### config.mk
export PLATFORM = sky130hd
export DESIGN_NAME = url_percent_decoder_flat
export DESIGN_NICKNAME = d
export VERILOG_FILES = /design/src/hdl/upd_pkg.sv /design/src/hdl/upd_intf.sv /design/src/hdl/url_percent_decoder.sv /design/src/hdl/upd_step.sv /design/src/flat_wrapper.sv
export SDC_FILE = /design/constraint.sdc
export NUM_CORES = 1
export LEC_CHECK = 0
export ABC_AREA = 0
export BUFFER_PORTS_ARGS = -buffer_cell sky130_fd_sc_hd__buf_4
export CAP_MARGIN = 5
export CORE_MARGIN = 1.5
export CORE_UTILIZATION = 50
export CTS_BUF_LIST = sky130_fd_sc_hd__clkbuf_2
export DETAILED_ROUTE_END_ITERATION = 8
export PLACE_DENSITY = 0.67
export REMOVE_ABC_BUFFERS = 1
export SYNTH_ARGS = -nofsm -noshare
export SYNTH_HDL_FRONTEND = slang
export SYNTH_SLANG_ARGS = --single-unit
### constraint.sdc
create_clock -name clk_i -period 10.9 [get_ports clk_i]
set_input_delay 2.18 -clock clk_i [delete_from_list [all_inputs] [get_ports clk_i]]
set_output_delay 2.18 -clock clk_i [all_outputs]
set_load 0.005 [all_outputs]
### src/hdl/upd_pkg.sv
// shared types, constants and hex helpers for the url percent decoder
`default_nettype none
package upd_pkg;

  localparam int unsigned CntW = 16;
  localparam int unsigned MaxRes = 4;
  localparam int unsigned ResCntW = 3;

  localparam logic [7:0] PctChar = 8'h25;
  localparam logic [7:0] PlusChar = 8'h2B;
  localparam logic [7:0] SpaceChar = 8'h20;
  localparam logic [7:0] CaseDelta = 8'h20;
  localparam logic [7:0] AlphaBase = 8'h41 - 8'd10;
  localparam logic [7:0] DigitBase = 8'h30;
  localparam logic [CntW-1:0] LimitReset = '1;

  localparam logic [1:0] PendNone = 2'd0;
  localparam logic [1:0] PendPct = 2'd1;
  localparam logic [1:0] PendDigit = 2'd2;

  typedef struct packed {
    logic [1:0]      pending;
    logic [7:0]      held;
    logic [CntW-1:0] emitted;
    logic            truncated;
  } upd_state_t;

  typedef struct packed {
    logic [7:0] out_byte;
    logic       end_of_string;
  } upd_res_t;

  typedef upd_res_t [MaxRes-1:0] upd_res_vec_t;

  function automatic logic is_hex(input logic [7:0] c);
    is_hex = (c >= 8'h30 && c <= 8'h39) || (c >= 8'h41 && c <= 8'h46) ||
             (c >= 8'h61 && c <= 8'h66);
  endfunction

  function automatic logic [3:0] hex_val(input logic [7:0] c);
    logic [7:0] u;
    u = c;
    if (c >= 8'h61 && c <= 8'h66) begin
      u = c - CaseDelta;
    end
    if (u <= 8'h39) begin
      hex_val = 4'(u - DigitBase);
    end else begin
      hex_val = 4'(u - AlphaBase);
    end
  endfunction

endpackage
`default_nettype wire

### src/hdl/upd_intf.sv
// channel interfaces: encoded byte input, decoded result output, limit write
`default_nettype none
interface upd_in_if;
  logic       valid;
  logic       ready;
  logic [7:0] in_byte;
  logic       in_last;
  modport source (output valid, output in_byte, output in_last, input ready);
  modport sink (input valid, input in_byte, input in_last, output ready);
endinterface

interface upd_out_if;
  logic       valid;
  logic       ready;
  logic [7:0] out_byte;
  logic       end_of_string;
  modport source (output valid, output out_byte, output end_of_string, input ready);
  modport sink (input valid, input out_byte, input end_of_string, output ready);
endinterface

interface upd_cfg_if;
  logic                      valid;
  logic                      ready;
  logic [upd_pkg::CntW-1:0]  out_limit;
  modport source (output valid, output out_limit, input ready);
  modport sink (input valid, input out_limit, output ready);
endinterface
`default_nettype wire

### src/hdl/url_percent_decoder.sv
// top level: streaming form-urlencoded decoder with output length limit
//
//  channel   dir  payload                       request
//  in_ch_i   in   in_byte[7:0], in_last         one encoded byte
//  out_ch_o  out  out_byte[7:0], end_of_string  one decoded byte or terminator
//  cfg_ch_i  in   out_limit[15:0]               limit write, always ready
//
// one byte per cycle while the output is ready and each byte yields at most
// one result; a byte that yields up to four results holds the input until
// the four-entry result buffer, draining one entry per ready cycle, empties.
// an input register takes a byte while a result is still waiting.
// reset clears the decode state and sets the limit to 65535.
`default_nettype none
module url_percent_decoder (
  input  logic      clk_i,
  input  logic      rst_ni,
  upd_in_if.sink    in_ch_i,
  upd_out_if.source out_ch_o,
  upd_cfg_if.sink   cfg_ch_i
);

  logic                           inq_v_q;
  logic [7:0]                     inq_byte_q;
  logic                           inq_last_q;
  upd_pkg::upd_state_t            state_q;
  upd_pkg::upd_state_t            state_d;
  upd_pkg::upd_res_vec_t          res_q;
  upd_pkg::upd_res_vec_t          res_d;
  logic [upd_pkg::ResCntW-1:0]    cnt_q;
  logic [upd_pkg::ResCntW-1:0]    cnt_d;
  logic [upd_pkg::CntW-1:0]       limit_q;
  logic                           pop;
  logic                           load;
  logic                           in_acc;

  upd_step u_step (
    .state_i   (state_q),
    .byte_i    (inq_byte_q),
    .last_i    (inq_last_q),
    .limit_i   (limit_q),
    .state_o   (state_d),
    .res_o     (res_d),
    .res_cnt_o (cnt_d)
  );

  assign pop = out_ch_o.valid && out_ch_o.ready;
  // buffer takes a new set when empty or as its last entry leaves
  assign load = inq_v_q && ((cnt_q == '0) || (cnt_q == upd_pkg::ResCntW'(1) && pop));
  assign in_ch_i.ready = !inq_v_q || load;
  assign in_acc = in_ch_i.valid && in_ch_i.ready;

  assign out_ch_o.valid = (cnt_q != '0);
  assign out_ch_o.out_byte = res_q[0].out_byte;
  assign out_ch_o.end_of_string = res_q[0].end_of_string;
  assign cfg_ch_i.ready = 1'b1;

  always_ff @(posedge clk_i or negedge rst_ni) begin
    if (!rst_ni) begin
      inq_v_q <= 1'b0;
      state_q <= '0;
      cnt_q <= '0;
      limit_q <= upd_pkg::LimitReset;
    end else begin
      if (in_acc) begin
        inq_v_q <= 1'b1;
      end else if (load) begin
        inq_v_q <= 1'b0;
      end
      if (load) begin
        state_q <= state_d;
        cnt_q <= cnt_d;
      end else if (pop) begin
        cnt_q <= cnt_q - 1'b1;
      end
      if (cfg_ch_i.valid) begin
        limit_q <= cfg_ch_i.out_limit;
      end
    end
  end

  always_ff @(posedge clk_i) begin
    if (in_acc) begin
      inq_byte_q <= in_ch_i.in_byte;
      inq_last_q <= in_ch_i.in_last;
    end
    if (load) begin
      res_q <= res_d;
    end else if (pop) begin
      for (int i = 0; i < upd_pkg::MaxRes - 1; i++) begin
        res_q[i] <= res_q[i+1];
      end
      res_q[upd_pkg::MaxRes-1] <= '0;
    end
  end

endmodule
`default_nettype wire

### src/hdl/upd_step.sv
// decode step: results and next state for one encoded byte
`default_nettype none
module upd_step (
  input  upd_pkg::upd_state_t           state_i,
  input  logic [7:0]                    byte_i,
  input  logic                          last_i,
  input  logic [upd_pkg::CntW-1:0]      limit_i,
  output upd_pkg::upd_state_t           state_o,
  output upd_pkg::upd_res_vec_t         res_o,
  output logic [upd_pkg::ResCntW-1:0]   res_cnt_o
);

  logic [upd_pkg::MaxRes-1:0][7:0] emit;
  logic [upd_pkg::ResCntW-1:0]     n;
  logic [upd_pkg::ResCntW-1:0]     k;
  logic [1:0]                      pend;
  logic [7:0]                      held;
  logic                            fin;
  logic                            do_plain;
  logic                            hit;
  logic                            over;
  logic [upd_pkg::CntW-1:0]        lim;
  logic [upd_pkg::CntW-1:0]        rem;

  assign fin = (byte_i == 8'h00) || last_i;

  // candidate emits in order, before the limit is applied
  always_comb begin
    emit = '0;
    n = '0;
    pend = state_i.pending;
    held = state_i.held;
    do_plain = 1'b0;
    if (!state_i.truncated && byte_i != 8'h00) begin
      case (state_i.pending)
        upd_pkg::PendPct: begin
          if (upd_pkg::is_hex(byte_i)) begin
            held = byte_i;
            pend = upd_pkg::PendDigit;
          end else begin
            pend = upd_pkg::PendNone;
            emit[n[1:0]] = upd_pkg::PctChar;
            n = n + 1'b1;
            do_plain = 1'b1;
          end
        end
        upd_pkg::PendDigit: begin
          pend = upd_pkg::PendNone;
          held = '0;
          if (upd_pkg::is_hex(byte_i)) begin
            emit[n[1:0]] = {upd_pkg::hex_val(state_i.held), upd_pkg::hex_val(byte_i)};
            n = n + 1'b1;
          end else begin
            // held digit is never '%' or '+', so it goes out as is
            emit[n[1:0]] = upd_pkg::PctChar;
            emit[1] = state_i.held;
            n = 3'd2;
            do_plain = 1'b1;
          end
        end
        default: begin
          pend = upd_pkg::PendNone;
          do_plain = 1'b1;
        end
      endcase
      if (do_plain) begin
        if (byte_i == upd_pkg::PctChar) begin
          pend = upd_pkg::PendPct;
        end else begin
          emit[n[1:0]] = (byte_i == upd_pkg::PlusChar) ? upd_pkg::SpaceChar : byte_i;
          n = n + 1'b1;
        end
      end
    end
    // flush held bytes literally at end of string
    if (fin && !state_i.truncated) begin
      if (pend == upd_pkg::PendPct) begin
        emit[n[1:0]] = upd_pkg::PctChar;
        n = n + 1'b1;
      end else if (pend == upd_pkg::PendDigit) begin
        emit[n[1:0]] = upd_pkg::PctChar;
        emit[2'(n + 1'b1)] = held;
        n = n + 3'd2;
      end
    end
  end

  assign lim = (limit_i == '0) ? upd_pkg::CntW'(1) : limit_i;
  assign rem = lim - state_i.emitted;
  // limit lowered below the count mid-string: the next byte still goes out
  assign over = (state_i.emitted >= lim);
  assign hit = !state_i.truncated && (n != '0) &&
               (over || (upd_pkg::CntW'(n) >= rem));
  assign k = !hit ? n :
             over ? upd_pkg::ResCntW'(1) : rem[upd_pkg::ResCntW-1:0];

  always_comb begin
    res_o = '0;
    for (int i = 0; i < upd_pkg::MaxRes; i++) begin
      if (upd_pkg::ResCntW'(i) < k) begin
        res_o[i].out_byte = emit[i];
      end
    end
    res_cnt_o = k;
    if (fin && k != upd_pkg::ResCntW'(upd_pkg::MaxRes)) begin
      res_o[k[1:0]].out_byte = 8'h00;
      res_o[k[1:0]].end_of_string = 1'b1;
      res_cnt_o = k + 1'b1;
    end
  end

  always_comb begin
    if (fin) begin
      state_o = '0;
    end else if (hit) begin
      state_o.pending = upd_pkg::PendNone;
      state_o.held = '0;
      state_o.emitted = state_i.emitted + upd_pkg::CntW'(k);
      state_o.truncated = 1'b1;
    end else begin
      state_o.pending = pend;
      state_o.held = held;
      state_o.emitted = state_i.emitted + upd_pkg::CntW'(k);
      state_o.truncated = state_i.truncated;
    end
  end

endmodule
`default_nettype wire
### src/flat_wrapper.sv
// flat-port wrapper written by rule: the top's interface ports become plain ports
module url_percent_decoder_flat 
  (clk_i, rst_ni, in_ch_i_valid, in_ch_i_in_byte, in_ch_i_in_last, in_ch_i_ready, out_ch_o_valid, out_ch_o_out_byte, out_ch_o_end_of_string, out_ch_o_ready, cfg_ch_i_valid, cfg_ch_i_out_limit, cfg_ch_i_ready);
  upd_in_if in_ch_i_i ();
  upd_out_if out_ch_o_i ();
  upd_cfg_if cfg_ch_i_i ();
  input  logic clk_i;
  input  logic rst_ni;
  input wire logic [$bits(in_ch_i_i.valid)-1:0] in_ch_i_valid;
  input wire logic [$bits(in_ch_i_i.in_byte)-1:0] in_ch_i_in_byte;
  input wire logic [$bits(in_ch_i_i.in_last)-1:0] in_ch_i_in_last;
  output wire logic [$bits(in_ch_i_i.ready)-1:0] in_ch_i_ready;
  output wire logic [$bits(out_ch_o_i.valid)-1:0] out_ch_o_valid;
  output wire logic [$bits(out_ch_o_i.out_byte)-1:0] out_ch_o_out_byte;
  output wire logic [$bits(out_ch_o_i.end_of_string)-1:0] out_ch_o_end_of_string;
  input wire logic [$bits(out_ch_o_i.ready)-1:0] out_ch_o_ready;
  input wire logic [$bits(cfg_ch_i_i.valid)-1:0] cfg_ch_i_valid;
  input wire logic [$bits(cfg_ch_i_i.out_limit)-1:0] cfg_ch_i_out_limit;
  output wire logic [$bits(cfg_ch_i_i.ready)-1:0] cfg_ch_i_ready;
  assign in_ch_i_i.valid = in_ch_i_valid;
  assign in_ch_i_i.in_byte = in_ch_i_in_byte;
  assign in_ch_i_i.in_last = in_ch_i_in_last;
  assign in_ch_i_ready = in_ch_i_i.ready;
  assign out_ch_o_valid = out_ch_o_i.valid;
  assign out_ch_o_out_byte = out_ch_o_i.out_byte;
  assign out_ch_o_end_of_string = out_ch_o_i.end_of_string;
  assign out_ch_o_i.ready = out_ch_o_ready;
  assign cfg_ch_i_i.valid = cfg_ch_i_valid;
  assign cfg_ch_i_i.out_limit = cfg_ch_i_out_limit;
  assign cfg_ch_i_ready = cfg_ch_i_i.ready;
  url_percent_decoder u_core (.clk_i(clk_i), .rst_ni(rst_ni), .in_ch_i(in_ch_i_i), .out_ch_o(out_ch_o_i), .cfg_ch_i(cfg_ch_i_i));
endmodule
==> results of run 1 <==
==> critical path, delay by kind of cell (launching register included) <==
| family | cells | cell delay, ps |
|---|---|---|
| DFF | 1 | 680 |
| and+or+nand+nor | 12 | 2960 |
| adders and majority gates | 6 | 1770 |
| AOI/OAI and AO/OA | 9 | 1970 |
| buffers and inverters | 4 | 410 |
==> final cells by class <==
cell class	count	area share [%]
Tap cell	180	2.95
Timing Repair Buffer	43	4.23
Clock buffer	9	0.590
Sequential cell	92	33.4
Multi-Input combinational cell	601	55.4
Clock inverter	7	0.950
Inverter	52	2.56
==> worst max-delay path by stage <==
stage	cells past startpoint	slack [ps]	start	end
final	31	3070	u_core.inq_byte_q[1]$_DFFE_PP_	u_core.state_q[11]$_DFFE_PN0P_
after global routing	32	2550	u_core.inq_byte_q[1]$_DFFE_PP_	u_core.state_q[9]$_DFFE_PN0P_
after CTS	32	3120	u_core.inq_byte_q[1]$_DFFE_PP_	u_core.state_q[13]$_DFFE_PN0P_
after detailed placement	32	3130	u_core.inq_byte_q[1]$_DFFE_PP_	u_core.state_q[13]$_DFFE_PN0P_
after global placement	32	3450	u_core.inq_byte_q[1]$_DFFE_PP_	u_core.state_q[13]$_DFFE_PN0P_
after floorplan	31	4040	u_core.inq_byte_q[1]$_DFFE_PP_	u_core.state_q[11]$_DFFE_PN0P_
==> through the flow <==
stage                     util, %  cells  worst slack, ps  instance area [µm²]  hold WS, ps
after floorplan                 -    745             4040                 6970          486
after global placement       53.8    968             3450                 7520          513
after detailed placement     53.8    968             3130                 7520          525
after CTS                    54.6    984             3120                 7640          556
after global routing         54.6    984             2550                 7640          572
final                        54.6    984             3070                 7640          550
==> where the power goes <==
part | switching (mW) | internal, mW | total, mW
Sequential | 0.0878 | 0.521 | 0.609
Clock | 0.126 | 0.0531 | 0.179
Combinational | 0.536 | 0.324 | 0.860
==> cells by family after synthesis <==
| family | Yosys count |
|---|---|
| other | 1 |
| multiplexers | 23 |
| flip-flops | 92 |
| AND/OR/NAND/NOR | 255 |
| buffers and inverters | 107 |
| XOR/XNOR | 24 |
| AO/OA/AOI/OAI | 246 |
| adder cells (fa/ha/maj) | 52 |
==> sequential cells by signal (all words and copies together) (netlist names) <==
signal	flops
u_core.res_q	27
u_core.state_q	27
u_core.limit_q	16
u_core.inq_byte_q	8
u_core.out_ch_o.out_byte	8
u_core.cnt_q	3
u_core.inq_last_q	1
u_core.inq_v_q	1
u_core.out_ch_o.end_of_string	1
==> synth_stat cells (all sizes together), types with 10 or more instances <==
cell type | instances | area share, %
nor2 | 68 | 3.9
nand2 | 64 | 3.4
a21oi | 58 | 4.1
inv | 52 | 2.7
ha | 50 | 8.6
edfxtp | 45 | 19
o21ai | 41 | 3.0
clkbuf | 32 | 1.7
dfrtp | 31 | 11
nor3 | 26 | 2.2
nand3 | 24 | 1.7
buf | 23 | 2.0
xnor2 | 21 | 2.5
mux2 | 17 | 2.6
dfstp | 16 | 5.8
o22ai | 16 | 1.5
a22oi | 14 | 1.5
o211ai | 12 | 1.3
a211oi | 10 | 1.1
a21o | 10 | 1.0
and3 | 10 | 0.86
==> metal layers <==
layer  GRT usage (%)  share of wire [%]  routed length (µm)
met1            32.6                 39                8120
met2            51.0                 51               10700
met3            4.75                4.4                 914
met4            17.7                6.1                1270
met5               0                  0                   0
==> impl_metrics.env, run 1 <==
export IMPL_status="finished, final reports clean"
export IMPL_holdCritPathClass="reg2reg"
export IMPL_fin_setup_tns_ps=0
export IMPL_rsz0062_at_grt="false"
export IMPL_hp_start="u_core.res_q[9]$_DFFE_PP_"
export IMPL_seq_area_mm2=0.00255
export IMPL_crit_path_max_fanout=12
export IMPL_setup_violations=0
export IMPL_nets=881
export IMPL_initialDrtViolationCount=542
export IMPL_syn_to_final_growth_pct=5.55
export IMPL_drt_total_wl_um=21000
export IMPL_place_gp_congestion=0.951
export IMPL_hold_buffers=0
export IMPL_drive_gt1_share_pct=16.0
export IMPL_drc_errors=0
export IMPL_core_mm2=0.0140
export IMPL_regToRegSetupSlack_ps=3070
export IMPL_io_pins=42
export IMPL_min_to="u_core.out_ch_o.end_of_string$_DFFE_PP_"
export IMPL_slowest_stage="edfxtp_1"
export IMPL_cts_sinks=92
export IMPL_synth_edf_count=45
export IMPL_hold_path_depth=2
export IMPL_final_hold_violation_count=0
export IMPL_max_slew_margin_pct=14.7
export IMPL_critPathLaunchType="flop"
export IMPL_post_cts_buffers=0
export IMPL_num_fill_cells=1337
export IMPL_synth_fa_ha_area_share_pct=9.20
export IMPL_clock_path_buffers=2
export IMPL_grt_first_pass_wirelength_um=32900
export IMPL_dr_pass1_iters=5
export IMPL_synth_cell_area_mm2=0.00724
export IMPL_cellLeakagePower_nw=2.91
export IMPL_power_mw=1.65
export IMPL_fin_skew_ps=29.3
export IMPL_grt_overflow_total=0
export IMPL_cpPeakStageDelay_ps=680
export IMPL_post_synth_cell_area_avg_um2=9.04
export IMPL_layout_min_cycle_time_ps=7830
export IMPL_numPortBuffers=40
export IMPL_syn_inst=800
export IMPL_arrival_ps=8360
export IMPL_cts_tree="yes"
export IMPL_dp_hpwl_um=16000
export IMPL_synth_ff_type="edfxtp_1"
export IMPL_cts_root_buf="clkbuf_2"
export IMPL_r2r_start="u_core.inq_byte_q[1]$_DFFE_PP_"
export IMPL_antenna_cells=0
export IMPL_die_area_mm2=0.0152
export IMPL_num_rows=43
export IMPL_grt_max_degree=56
export IMPL_antenna_found_initial=0
export IMPL_multi_input_area_mm2=0.00423
export IMPL_grtUsageTotal_pct=28.9
export IMPL_fp_dieW_um=123
export IMPL_seq_area_frac_synth_pct=35.2
export IMPL_htreeDepth=3
export IMPL_worstMarginPinSlew_ps=1270
export IMPL_yosys_register_bits=92
export IMPL_p_per_area_mw_per_mm2=216
export IMPL_slew_viol_final=0
export IMPL_worst_setup_path_end_kind="flop"
export IMPL_finalCritPeriodShare_pct=71.8
export IMPL_synth_compound_area_share_pct=23.9
export IMPL_yosysUniqueCellTypes=92
export IMPL_ir_drop_uv=119
export IMPL_avgViaCountPerCell=6.41
export IMPL_die_h_um=123
export IMPL_reg2reg_to="u_core.state_q[11]$_DFFE_PN0P_"
export IMPL_clk_pin_slew_ps=270
export IMPL_cp_data_required_time_ps=11440
export IMPL_synthMuxAreaShare_pct=3.48
export IMPL_synth_simple_area_share_pct=18.8
export IMPL_start_util_pct=51.7
export IMPL_routed_via_count=6312
export IMPL_synthXorXnorAreaFrac_pct=2.91
export IMPL_mostFrequentLayoutCells="nor2_1 (66), nand2_1 (63), a21oi_1 (57)"
export IMPL_crit_type="reg2reg"
export IMPL_synth_top_family_by_area="compound AO/OA/AOI/OAI gates"
export IMPL_insertion_delay_ps=600
export IMPL_cts_buffers=9
export IMPL_avgRoutedWirePerCell_um=21.3
export IMPL_async_flop_share_pct=51.1
export IMPL_rr_worst_depth=31
export IMPL_grt_pass1_vias=6183
export IMPL_drtAntennaViolNets=0
export IMPL_yosysWarnings=0
export IMPL_crit_top_cell="ha_1"
export IMPL_max_freq_ghz=0.128
export IMPL_final_common_cell="nor2_1"
export IMPL_ctsResizeCount=0
export IMPL_drv_cap=0
Power figures use the tool's default switching activity.
==> inputs of run 2 (changes only) <==
PLACE_DENSITY = 0.7   (was 0.67)
clock period = 6.6 ns   (was 10.9 ns; I/O delays follow)
==> run 2 against run 1 <==
Against the previous run:
- sequential power is 60% higher
- via count is 2.4% higher
- core utilization increased by 3.3 points
- maximum frequency rose by 23%
- critical path type unchanged
- critical endpoint is now u_core.res_q[18]$_DFFE_PP_
- largest power group unchanged
- highest routed layer unchanged
==> impl_metrics.env, run 2 (same netlist as run 1, synthesis figures left out) <==
export IMPL_status="finished, final reports clean"
export IMPL_power_mw=2.85
export IMPL_grt_first_pass_wirelength_um=33700
export IMPL_use_met3_pct=4.66
export IMPL_drt_total_wl_um=21400
export IMPL_drc_errors=0
export IMPL_use_met2_pct=52.6
export IMPL_fin_setup_tns_ps=0
export IMPL_core_mm2=0.0140
export IMPL_p_clk_share_pct=10.7
export IMPL_antenna_cells=0
export IMPL_crit_path_max_fanout=9
export IMPL_grt_overflow_total=0
export IMPL_fin_skew_ps=31.1
export IMPL_cts_root_buf="clkbuf_2"
export IMPL_slew_viol_final=0
export IMPL_start_util_pct=51.7
export IMPL_numPortBuffers=40
export IMPL_avgViaCountPerCell=6.34
export IMPL_drv_cap=0
export IMPL_nets=916
export IMPL_cts_sinks=92
export IMPL_place_ws_ps=-61.4
export IMPL_num_fill_cells=1261
export IMPL_cts_tree="yes"
export IMPL_cp_data_required_time_ps=7020
export IMPL_insertion_delay_ps=640
export IMPL_antenna_found_initial=0
export IMPL_p_comb_share_pct=55.1
export IMPL_initialDrtViolationCount=437
export IMPL_setup_violations=0
export IMPL_top_regs="u_core.res_q x27, u_core.state_q x27, u_core.limit_q x16"
export IMPL_p_per_area_mw_per_mm2=352
export IMPL_crit_top_cell="ha_4"
export IMPL_arrival_ps=6790
export IMPL_io_pins=42
export IMPL_power_frac_seq_pct=34.2
export IMPL_grt_pass1_vias=6335
export IMPL_fp_dieW_um=123
export IMPL_worst_slack_ps=232
export IMPL_final_common_cell="buf_4"
export IMPL_worstMarginPinSlew_ps=1090
export IMPL_critPathLaunchType="flop"
export IMPL_dr_pass1_iters=5
export IMPL_mostFrequentLayoutCells="buf_4 (77), nor2_1 (66), nand2_1 (63)"
export IMPL_ir_drop_uv=200
export IMPL_crit_type="reg2reg"
export IMPL_power_switching_mw=1.30
export IMPL_die_h_um=123
export IMPL_busiest_layer="met2"
export IMPL_grt_max_degree=48
export IMPL_holdCritPathClass="reg2reg"
export IMPL_place_gp_congestion=0.978
export IMPL_finalCritPeriodShare_pct=96.5
export IMPL_cpPeakStageDelay_ps=540
export IMPL_grtUsageMet1_pct=33.4
export IMPL_power_internal_mw=1.56
export IMPL_slowest_stage="or4_4"
export IMPL_switching_share_pct=45.4
export IMPL_clk_pin_slew_ps=260
export IMPL_drtAntennaViolNets=0
export IMPL_htreeDepth=3
export IMPL_seq_area_mm2=0.00255
export IMPL_layout_min_cycle_time_ps=6370
export IMPL_routed_via_count=6462
export IMPL_max_slew_margin_pct=26.7
export IMPL_final_hold_violation_count=0
export IMPL_cellLeakagePower_nw=3.11
export IMPL_worst_setup_path_end_kind="flop"
export IMPL_clock_path_buffers=2
export IMPL_dp_hpwl_um=16100
export IMPL_syn_to_final_growth_pct=12.0
export IMPL_multi_input_area_mm2=0.00443
export IMPL_drive_gt1_share_pct=23.2
export IMPL_cts_buffers=9
export IMPL_avgRoutedWirePerCell_um=21.0
export IMPL_grtUsageTotal_pct=29.1
export IMPL_num_rows=43
export IMPL_max_freq_ghz=0.157
export IMPL_die_area_mm2=0.0152
run 2: worst paths after layout:
check	start	end	slack, ps	cells past startpoint
worst max-delay path	u_core.inq_byte_q[0]$_DFFE_PP_	u_core.res_q[18]$_DFFE_PP_	230	33
worst min-delay path	u_core.res_q[27]$_SDFFCE_PN0P_	u_core.res_q[18]$_DFFE_PP_	560	1
worst max register to register	u_core.inq_byte_q[0]$_DFFE_PP_	u_core.res_q[18]$_DFFE_PP_	230	33
worst min register to register	u_core.res_q[27]$_SDFFCE_PN0P_	u_core.res_q[18]$_DFFE_PP_	560	1
max in group asynchronous	rst_ni	u_core.limit_q[15]$_DFFE_PN1P_	5530	1
min in group asynchronous	rst_ni	u_core.state_q[19]$_DFFE_PN0P_	620	1
run 2: power groups by stage:
stage | logic [mW] | registers (mW) | clock network, mW
after floorplan | 0.989 | 0.973 | 0
after global placement | 1.46 | 0.977 | 0
after detailed placement | 1.49 | 0.986 | 0
after CTS | 1.50 | 0.972 | 0.313
after global routing | 1.72 | 1.00 | 0.336
final | 1.57 | 0.977 | 0.305
run 2: stage by stage:
step | utilization, % | instance area, µm² | instances | hold slack [ps]
after detailed placement | 55.0 | 7700 | 992 | 517
after global routing | 57.9 | 8100 | 1019 | 585
after global placement | 55.0 | 7700 | 992 | 503
final | 57.9 | 8100 | 1019 | 563
after floorplan | - | 6970 | 745 | 486
after CTS | 56.1 | 7840 | 1010 | 563
run 2: area by class of cell:
type,count,share of cell area (%)
inverters,52,2.41
clock buffers,11,0.679
well taps,180,2.78
clock inverters,5,0.741
multi-input cells,601,54.7
repair buffers,78,7.27
flip-flops and latches,92,31.4
run 2: routing by layer:
| metal | vias to the layer above | share of wire, % |
|---|---|---|
| met5 | - | 0 |
| met4 | 0 | 4.3 |
| met3 | 67 | 4.7 |
| met2 | 237 | 52 |
| met1 | 3133 | 39 |
| li1 | 3025 | - |
run 2: worst max-delay path, delay by kind of cell, from the launching register on:
| kind | cells | cell delay [ps] |
|---|---|---|
| AND/OR/NAND/NOR | 11 | 2140 |
| AO/OA/AOI/OAI | 9 | 1470 |
| flip-flops | 1 | 490 |
| adder cells (fa/ha/maj) | 5 | 1110 |
| buffers and inverters | 8 | 930 |
run 2: repair_timing:
item | in CTS | in global routing
pin swaps | 2 | 16
setup buffers | 2 | 9
endpoints found under the setup margin | 5 | 44
hold buffers | 0 | 0
resized for setup | 3 | 37
==> inputs of run 3 (changes only) <==
ABC_AREA = 1   (was 0)
CORE_ASPECT_RATIO = 1.25   (was default)
==> run 3 against run 2 <==
Against the previous run:
- setup slack better by 210 ps
- final area down 1.6%
- maximum frequency up 3.4%
- largest power group unchanged
- core utilization decreased by 0.72 points
- non-clock buffer count decreased by 7
==> impl_metrics.env, run 3 <==
export IMPL_synth_most_common_cell="nand2_1"
export IMPL_holdCritPathClass="reg2reg"
export IMPL_avgRoutedWirePerCell_um=17.1
export IMPL_nets=1046
export IMPL_cts_tree="yes"
export IMPL_power_mw=3.46
export IMPL_worstMarginPinSlew_ps=861
export IMPL_post_synth_cell_area_avg_um2=7.81
export IMPL_synth_ff_type="edfxtp_1"
export IMPL_drt_total_wl_um=19500
export IMPL_dp_hpwl_um=15100
export IMPL_clock_path_buffers=2
export IMPL_mostFrequentLayoutCells="nand2_1 (173), inv_1 (116), buf_4 (70)"
export IMPL_place_area_mm2=0.00762
export IMPL_antenna_found_initial=1
export IMPL_drtAntennaViolNets=0
export IMPL_max_freq_ghz=0.162
export IMPL_grt_first_pass_wirelength_um=31300
export IMPL_worst_setup_path_end_kind="flop"
export IMPL_seq_area_frac_synth_pct=35.4
export IMPL_synth_top_area_share_pct=18.8
export IMPL_status="finished, final reports clean"
export IMPL_fin_skew_ps=37.8
export IMPL_yosysTopAreaCell="edfxtp_1"
export IMPL_dr_pass1_iters=5
export IMPL_syn_to_final_growth_pct=10.7
export IMPL_grt_max_degree=48
export IMPL_critPathLaunchType="flop"
export IMPL_setup_violations=0
export IMPL_multi_input_area_mm2=0.00406
export IMPL_routed_via_count=6506
export IMPL_slowest_stage="edfxtp_1"
export IMPL_layout_min_cycle_time_ps=6160
export IMPL_worst_slack_ps=439
export IMPL_synth_cell_area_mm2=0.00720
export IMPL_regToRegSetupSlack_ps=440
export IMPL_yosys_top_cells_area="edfxtp_1 (19%), dfrtp_1 (11%), nand2_1 (9.2%)"
export IMPL_cellLeakagePower_nw=3.53
export IMPL_p_per_area_mw_per_mm2=434
export IMPL_arrival_ps=6720
export IMPL_insertion_delay_ps=650
export IMPL_final_common_cell="nand2_1"
export IMPL_finalCritPeriodShare_pct=93.3
export IMPL_initialDrtViolationCount=417
export IMPL_yosysUniqueCellTypes=59
export IMPL_cts_root_buf="clkbuf_2"
export IMPL_drive_gt1_share_pct=19.8
export IMPL_place_ws_ps=70.2
export IMPL_cts_buffers=9
export IMPL_synth_common_cells="nand2_1 (177), inv_1 (119), nor2_1 (71)"
export IMPL_num_rows=48
export IMPL_die_h_um=137
export IMPL_ir_drop_uv=204
export IMPL_yosysWarnings=0
export IMPL_yosys_register_bits=92
export IMPL_place_gp_congestion=1.00
export IMPL_synth_edf_count=45
export IMPL_grt_pass1_vias=6368
export IMPL_avgViaCountPerCell=5.68
export IMPL_holdWs_ps=560
export IMPL_start_util_pct=51.7
export IMPL_crit_path_max_fanout=8
export IMPL_fp_dieW_um=110
export IMPL_htreeDepth=3
export IMPL_die_area_mm2=0.0151
export IMPL_max_slew_margin_pct=41.1
export IMPL_slew_viol_final=0
export IMPL_drc_errors=0
export IMPL_io_pins=42
export IMPL_core_mm2=0.0139
export IMPL_clk_pin_slew_ps=270
export IMPL_drv_cap=0
export IMPL_cpPeakStageDelay_ps=520
export IMPL_fin_util_pct=57.2
export IMPL_numPortBuffers=40
export IMPL_async_flop_share_pct=51.1
export IMPL_cts_sinks=92
export IMPL_num_fill_cells=1324
export IMPL_cp_data_required_time_ps=7160
export IMPL_grt_overflow_total=0
export IMPL_seq_area_mm2=0.00255
export IMPL_grtUsageTotal_pct=27.3
export IMPL_top_regs="u_core.res_q x27, u_core.state_q x27, u_core.limit_q x16"
export IMPL_crit_type="reg2reg"
export IMPL_syn_inst=922
export IMPL_final_area_mm2=0.00797
export IMPL_final_hold_violation_count=0
[run 3: worst max-delay path, delay by kind of cell, from the launching register on]
kind                     cells  cell delay (ps)
buffers and inverters        8              620
AO/OA/AOI/OAI                6              640
AND/OR/NAND/NOR             25             2750
adder cells (fa/ha/maj)      6             1560
flip-flops                   1              520
[run 3: worst paths after layout]
path | startpoint | to | cells after the start
max in group asynchronous | rst_ni | u_core.state_q[17]$_DFFE_PN0P_ | 1
worst min register to register | u_core.res_q[30]$_SDFFCE_PN0P_ | u_core.res_q[21]$_DFFE_PP_ | 2
worst min-delay path | u_core.res_q[30]$_SDFFCE_PN0P_ | u_core.res_q[21]$_DFFE_PP_ | 2
min in group asynchronous | rst_ni | u_core.state_q[4]$_DFFE_PN0P_ | 1
worst max register to register | u_core.inq_byte_q[0]$_DFFE_PP_ | u_core.state_q[13]$_DFFE_PN0P_ | 45
worst max-delay path | u_core.inq_byte_q[0]$_DFFE_PP_ | u_core.state_q[13]$_DFFE_PN0P_ | 45
[run 3: report_power, final]
group	switching [mW]	internal, mW	leakage [nW]
logic	1.43	0.759	2.43
registers	0.115	0.846	1.03
clock network	0.221	0.0927	0.0727
total	1.76	1.70	3.53
[run 3: metrics by stage]
stage,cells,setup TNS (ps)
detailed placement,1110,0
global placement,1110,0
floorplan,882,0
CTS,1126,0
finish,1145,0
global route,1145,-191
[run 3: area by class of cell]
type / count / area share, %
Multi-Input combinational cell: 662 / 50.9
Sequential cell: 92 / 32.0
Timing Repair Buffer: 71 / 6.78
Inverter: 128 / 6.06
Tap cell: 175 / 2.75
Clock inverter: 6 / 0.910
Clock buffer: 10 / 0.628
Antenna cell: 1 / 0.0314
[run 3: metal layers]
metal	part of all wire (%)	track usage, %	wire length, µm
met5	0	0	0
met4	5.9	18.9	1150
met3	4.5	3.22	885
met2	50	46.4	9840
met1	39	31.7	7680
[run 3: cells by family after synthesis]
| group | after synthesis | share of synthesized area (%) |
|---|---|---|
| AO/OA/AOI/OAI | 194 | 16.1 |
| XOR/XNOR | 13 | 1.58 |
| adder cells (fa/ha/maj) | 52 | 9.24 |
| buffers and inverters | 168 | 9.40 |
| flip-flops | 92 | 35.4 |
| multiplexers | 16 | 2.50 |
| other | 1 | 0.0521 |
| AND/OR/NAND/NOR | 386 | 25.7 |
[run 3: timing repair]
item | 4_1_cts | 5_1_grt
gates resized for setup | 0 | 28
endpoints found under the setup margin | 0 | 7
hold buffers | 0 | 0
setup buffers | 0 | 18
